**config.mk**
```make
export PLATFORM = sky130hd
export DESIGN_NAME = ttrdt_div
export DESIGN_NICKNAME = d
export VERILOG_FILES = /design/src/sv/ttrdt_pkg.sv /design/src/sv/ttrdt_div.sv
export SDC_FILE = /design/constraint.sdc
export NUM_CORES = 1
export LEC_CHECK = 0
export BUFFER_PORTS_ARGS = -buffer_cell sky130_fd_sc_hd__buf_2
export CORE_MARGIN = 2
export CORE_UTILIZATION = 45
export DETAILED_ROUTE_END_ITERATION = 7
export HOLD_SLACK_MARGIN = 0.08
export PLACE_DENSITY = 0.66
export SLEW_MARGIN = 20
export SYNTH_ARGS = -nofsm -noshare
export SYNTH_HDL_FRONTEND = slang
export SYNTH_SLANG_ARGS = --single-unit
```
**constraint.sdc**
```tcl
create_clock -name clk -period 9.6 [get_ports clk]
set_input_delay 0.96 -clock clk [delete_from_list [all_inputs] [get_ports clk]]
set_output_delay 0.96 -clock clk [all_outputs]
set_load 0.01 [all_outputs]
```
**src/sv/ttrdt_pkg.sv**
```systemverilog
// Shared types and constants of the triangle tile rasterizer with depth test.
// Holds datapath widths, request and register codes, the state encoding and structs.
// No dependencies.
`timescale 1ns / 1ps

package ttrdt_pkg;

  // Datapath widths (screen coords in 1/256 pixel, edge terms, divider)
  localparam int SW     = 22;   // screen coordinate, signed
  localparam int DFW    = 23;   // coordinate difference, signed
  localparam int EW     = 48;   // edge function / area, signed
  localparam int DIV_W  = 48;   // divider operand width
  localparam int QUO_W  = 17;   // quotient width (0.16 weights up to 1.0)
  localparam int PW     = 41;   // weight times reciprocal w
  localparam int SUMW   = 42;   // perspective sum
  localparam int ZPW    = 42;   // depth times weight, signed
  localparam int ZSW    = 44;   // depth sum, signed

  localparam int CFG_IDX_W  = 1;
  localparam int CFG_DATA_W = 10;
  localparam int NUM_SLOTS  = 3;

  localparam logic [QUO_W-1:0] ONE_Q16 = 17'd65536;

  // Request codes
  localparam logic [1:0] REQ_LOAD   = 2'd0;
  localparam logic [1:0] REQ_RASTER = 2'd1;
  localparam logic [1:0] REQ_CLEAR  = 2'd2;

  // Configuration register indexes
  localparam logic [CFG_IDX_W-1:0] CFG_SCREEN_WIDTH  = 1'b0;
  localparam logic [CFG_IDX_W-1:0] CFG_SCREEN_HEIGHT = 1'b1;

  typedef struct packed {
    logic signed [15:0] x;
    logic signed [15:0] y;
    logic signed [23:0] z;
    logic [23:0]        rw;
  } vtx_t;

  typedef struct packed {
    logic [8:0]  pixel_x;
    logic [8:0]  pixel_y;
    logic [23:0] frag_depth;
    logic [16:0] weight_a;
    logic [16:0] weight_b;
    logic [16:0] weight_c;
    logic        last_fragment;
  } frag_t;

  typedef struct packed {
    logic busy;
    logic done;
  } div_sts_t;

  typedef enum logic [4:0] {
    ST_IDLE,
    ST_CLEAR,
    ST_MAP,
    ST_AREA_MUL,
    ST_AREA,
    ST_PIX,
    ST_EDGE,
    ST_BU_GO,
    ST_BU_WAIT,
    ST_BV_GO,
    ST_BV_WAIT,
    ST_SUM_MUL,
    ST_SUM,
    ST_WA_GO,
    ST_WA_WAIT,
    ST_WB_GO,
    ST_WB_WAIT,
    ST_WC_GO,
    ST_WC_WAIT,
    ST_Z_MUL,
    ST_Z,
    ST_CMP,
    ST_EMIT,
    ST_NEXT,
    ST_FLUSH
  } st_t;

endpackage

```
**src/sv/ttrdt_div.sv**
```systemverilog
// Restoring divider, one quotient bit per cycle, for barycentric and weight quotients.
// Dividend is {hi, lo} with hi < den; depends on ttrdt_pkg.
`timescale 1ns / 1ps

module ttrdt_div (
  input  logic                        clk,
  input  logic                        rst_n,
  input  logic                        start,
  input  logic [ttrdt_pkg::DIV_W-1:0] hi,
  input  logic [ttrdt_pkg::QUO_W-1:0] lo,
  input  logic [ttrdt_pkg::DIV_W-1:0] den,
  output logic [ttrdt_pkg::QUO_W-1:0] quo,
  output ttrdt_pkg::div_sts_t         sts
);
  import ttrdt_pkg::*;

  localparam int CW = $clog2(QUO_W + 1);

  logic [DIV_W-1:0] rem_r;
  logic [DIV_W-1:0] den_r;
  logic [QUO_W-1:0] lo_r;
  logic [QUO_W-1:0] quo_r;
  logic [CW-1:0]    cnt_r;
  logic             busy_r;
  logic             done_r;

  logic [DIV_W:0]   trial;
  logic [DIV_W:0]   den_x;
  logic             ge;
  logic [DIV_W:0]   diff;
  logic [DIV_W-1:0] rem_nxt;

  // One trial subtraction per cycle
  always_comb begin
    trial   = {rem_r, lo_r[QUO_W-1]};
    den_x   = {1'b0, den_r};
    ge      = (trial >= den_x);
    diff    = trial - den_x;
    rem_nxt = ge ? diff[DIV_W-1:0] : trial[DIV_W-1:0];
  end

  // Control
  always_ff @(posedge clk) begin
    if (!rst_n) begin
      busy_r <= 1'b0;
      done_r <= 1'b0;
      cnt_r  <= '0;
    end else begin
      done_r <= 1'b0;
      if (start) begin
        busy_r <= 1'b1;
        cnt_r  <= CW'(QUO_W);
      end else if (busy_r) begin
        cnt_r <= cnt_r - CW'(1);
        if (cnt_r == CW'(1)) begin
          busy_r <= 1'b0;
          done_r <= 1'b1;
        end
      end
    end
  end

  // Operands and partial remainder
  always_ff @(posedge clk) begin
    if (start) begin
      rem_r <= hi;
      lo_r  <= lo;
      den_r <= den;
    end else if (busy_r) begin
      rem_r <= rem_nxt;
      lo_r  <= {lo_r[QUO_W-2:0], 1'b0};
      quo_r <= {quo_r[QUO_W-2:0], ge};
    end
  end

  assign quo      = quo_r;
  assign sts.busy = busy_r;
  assign sts.done = done_r;

endmodule

```
==> out/results.txt <==
Clock power share -> 24.9%
Die Width -> 140.2 µm
Via count -> 6136
Design Power -> 2.613 mW
Area contributors post-synth -> edfxtp_1, ha_1, mux2i_1, nand2_1, a21oi_1
Starting density of the core -> 46.18%
R2R Setup Slk -> 5.00 ns
Setup repair after global routing missed its margin -> no
Area of the multi-input gates -> 3916 µm²
CTS Buf Count -> 17
Non-filler instance count after layout -> 1158
Max Cap Viol -> 0
First-pass GRT wire length -> 29230 µm
EDFF count, synth -> 130
Crit path launch type -> flip-flop
Sink Count -> 137
Skew final -> 0.008879 ns
Synth top area share -> 46.73%
CP top delay family -> compound AO/OA/AOI/OAI gates
Layout cell share with drive strength beyond 1 -> 21.85%
Status -> finished clean
CTS Hold Bufs -> 0
Final slew viol count -> 0
H-Tree Depth -> 4
Tot GR Track Use -> 18.76%
Antenna Cells -> 0
Synth area leader -> edfxtp_1
Max FO, Critical Path -> 32
PwrDens -> 266.7 nW/µm²
Overall routed net length -> 17940 µm
Layout area overhead -> 17.26%
Req. time, crit path -> 9.78 ns
Max IR drop VDD -> 0.1591 mV
Post-synth cell types -> 69
Fillers -> 1617
Global routing usage on met2 -> 29.62%
Clock Latency Late Sink -> 0.43 ns
Setup TNS -> 0 ns
Max Root-Sink Buffers -> 2
# placed instances -> 1126
Worst Hold Class -> flip-flop to flip-flop
GR Util met1 -> 25.94%
Final setup vio count -> 0
Io pins -> 135
Tmin final -> 4.603 ns
M3 GR Usage -> 4.376%
Via count of the first global-routing pass -> 6010
Routability cong. -> 0.8385
Die Area -> 19670 µm²
Syn avg cell area -> 10.52 µm²
GR Overflow Total -> 0
Root Buffer -> clkbuf_16
Synth Flop Type -> edfxtp_1
Post-CTS sizing -> 0
Busiest layer in global routing -> met2
Logic pwr share -> 42.9%
Post-CTS setup buffer count -> 0
Synthesis warning total -> 0
Net Sw Frac -> 35.86%
Fin. Hold Viols -> 0
Antenna Violating Nets Remaining -> 0
Routed WL per cell -> 15.49 µm
Yosys reg bits -> 137
Port Buffers -> 134
Mapped cell area -> 8353 µm²
Post-Synthesis Net Count -> 961
CTS tree -> done
CP max-delay cell -> o22ai_4
CTS clk-pin slew, worst paths -> 0.06 ns
Register Area -> 4044 µm²
Final nets -> 1083
Syn Inst Count -> 794
Seq pwr share -> 32.1%
Antenna violations before repair -> 0
Arrival time at the worst endpoint -> 4.78 ns
WP buf/inv -> 1
Crit Path Category -> flip-flop to flip-flop
Static Leak -> 4.281 nW
HPWL after DPL -> 12910 µm
1st-pass router iterations -> 5
Async S/R FF share, synth -> 0%
Die height -> 140.2 µm
Crit path cell chain -> ha_1 > nor2b_1 > o2111a_1 > or3_4 > a2111o_1 > and3_4 > o211ai_2 > nand3b_2 > o22ai_4 > buf_4 > mux2_1 > mux2_2
Pin count of the biggest net entering global routing -> 71
Sequential share of the synthesized area -> 48.41%
Max incr delay on CP -> 0.69 ns
Max Clk Rate -> 0.2173 GHz
Drt drc -> 0
Internal -> 1.676 mW
Row count -> 49
Fin crit share -> 47.95%
Max_slew headroom -> 38.21%
NetSw -> 936.9 µW
Routed vias/inst -> 5.299
DR iter-0 viols -> 383
CP endpoint kind -> flip-flop
Core Box Area -> 18090 µm²
Slew @ Worst Pin -> 0.9269 ns
## power by group through the flow
| stage | clock (mW) | sequential (mW) | combinational (mW) |
|---|---|---|---|
| finish | 0.652 | 0.840 | 1.12 |
| CTS | 0.667 | 0.840 | 1.12 |
| global placement | 0 | 0.847 | 1.10 |
| floorplan | 0 | 0.836 | 0.901 |
| detailed placement | 0 | 0.850 | 1.12 |
| global route | 0.689 | 0.853 | 1.26 |
## logic make-up after synthesis
logic type | count (synthesis) | synth area share [%]
xor+xnor | 44 | 4.614
compound gates | 200 | 14.98
mux | 60 | 7.535
flops | 137 | 48.41
fa+ha+maj | 51 | 7.729
buf+inv | 99 | 4.823
simple gates | 203 | 11.91
## flip-flops by register name (all words and copies together) (netlist names)
signal and flops:
den_r 48, rem_r 48, lo_r 17, quo 17, cnt_r 5, busy_r 1
done_r 1
## metal layers
layer	share of wire, %	up-vias
li1	-	3147
met1	48	2820
met2	45	149
met3	5.0	20
met4	1.2	0
met5	0	-
## worst paths after layout
path / from / end / depth (start not counted)
worst max-delay path: rem_r[0] / rem_r[13] / 12
worst min-delay path: quo[1] / quo[2] / 0
worst max register to register: rem_r[0] / rem_r[13] / 12
worst min register to register: quo[1] / quo[2] / 0
## final cells by class
type	instances	share of cell area (%)
inverters	64	2.453
well taps	229	2.925
multi-input cells	558	39.98
clock inverters	9	0.5876
clock buffers	23	5.544
repair buffers	138	7.218
flip-flops and latches	137	41.29
## cell usage after synthesis (all sizes together), types with 4 or more instances
| master | instances |
|---|---|
| edfxtp | 130 |
| nand2 | 75 |
| inv | 64 |
| o21ai | 60 |
| a21oi | 58 |
| ha | 50 |
| nor2 | 40 |
| mux2i | 37 |
| clkbuf | 25 |
| xnor2 | 24 |
| mux2 | 23 |
| a21o | 22 |
| xor2 | 20 |
| nor2b | 14 |
| nand3 | 11 |
| buf | 10 |
| nor3 | 10 |
| and3 | 9 |
| nand4 | 9 |
| a31oi | 8 |
| dfxtp | 7 |
| o21bai | 7 |
| a211oi | 6 |
| nand2b | 6 |
| nand3b | 6 |
| o211ai | 6 |
| o21a | 6 |
| or2 | 6 |
| a221o | 4 |
| and2 | 4 |
| or3 | 4 |
## through the flow
stage	util, %	worst slack, ns	area [µm²]	hold slack (ns)
floorplan	-	6.250	8353	0.4681
global placement	50.82	5.055	9191	0.4345
detailed placement	50.83	4.975	9194	0.4337
CTS	54.15	4.960	9794	0.4443
global route	54.15	4.753	9794	0.4543
finish	54.15	4.997	9794	0.4448
## placed cells by master (no fill, tap or decap), types with 20 or more instances in the layout
master | synthesis | routed
o21ai_1 | 37 | 37
mux2_2 | 20 | 20
inv_1 | 64 | 64
a21o_1 | 22 | 22
clkbuf_16 | 0 | 21
nor2_1 | 40 | 39
o21ai_0 | 23 | 23
mux2i_1 | 37 | 37
a21oi_1 | 56 | 56
nand2_1 | 75 | 75
edfxtp_1 | 130 | 130
xnor2_1 | 24 | 24
buf_2 | 1 | 133
xor2_1 | 20 | 20
ha_1 | 50 | 50
(Power assumes the default switching activity.)
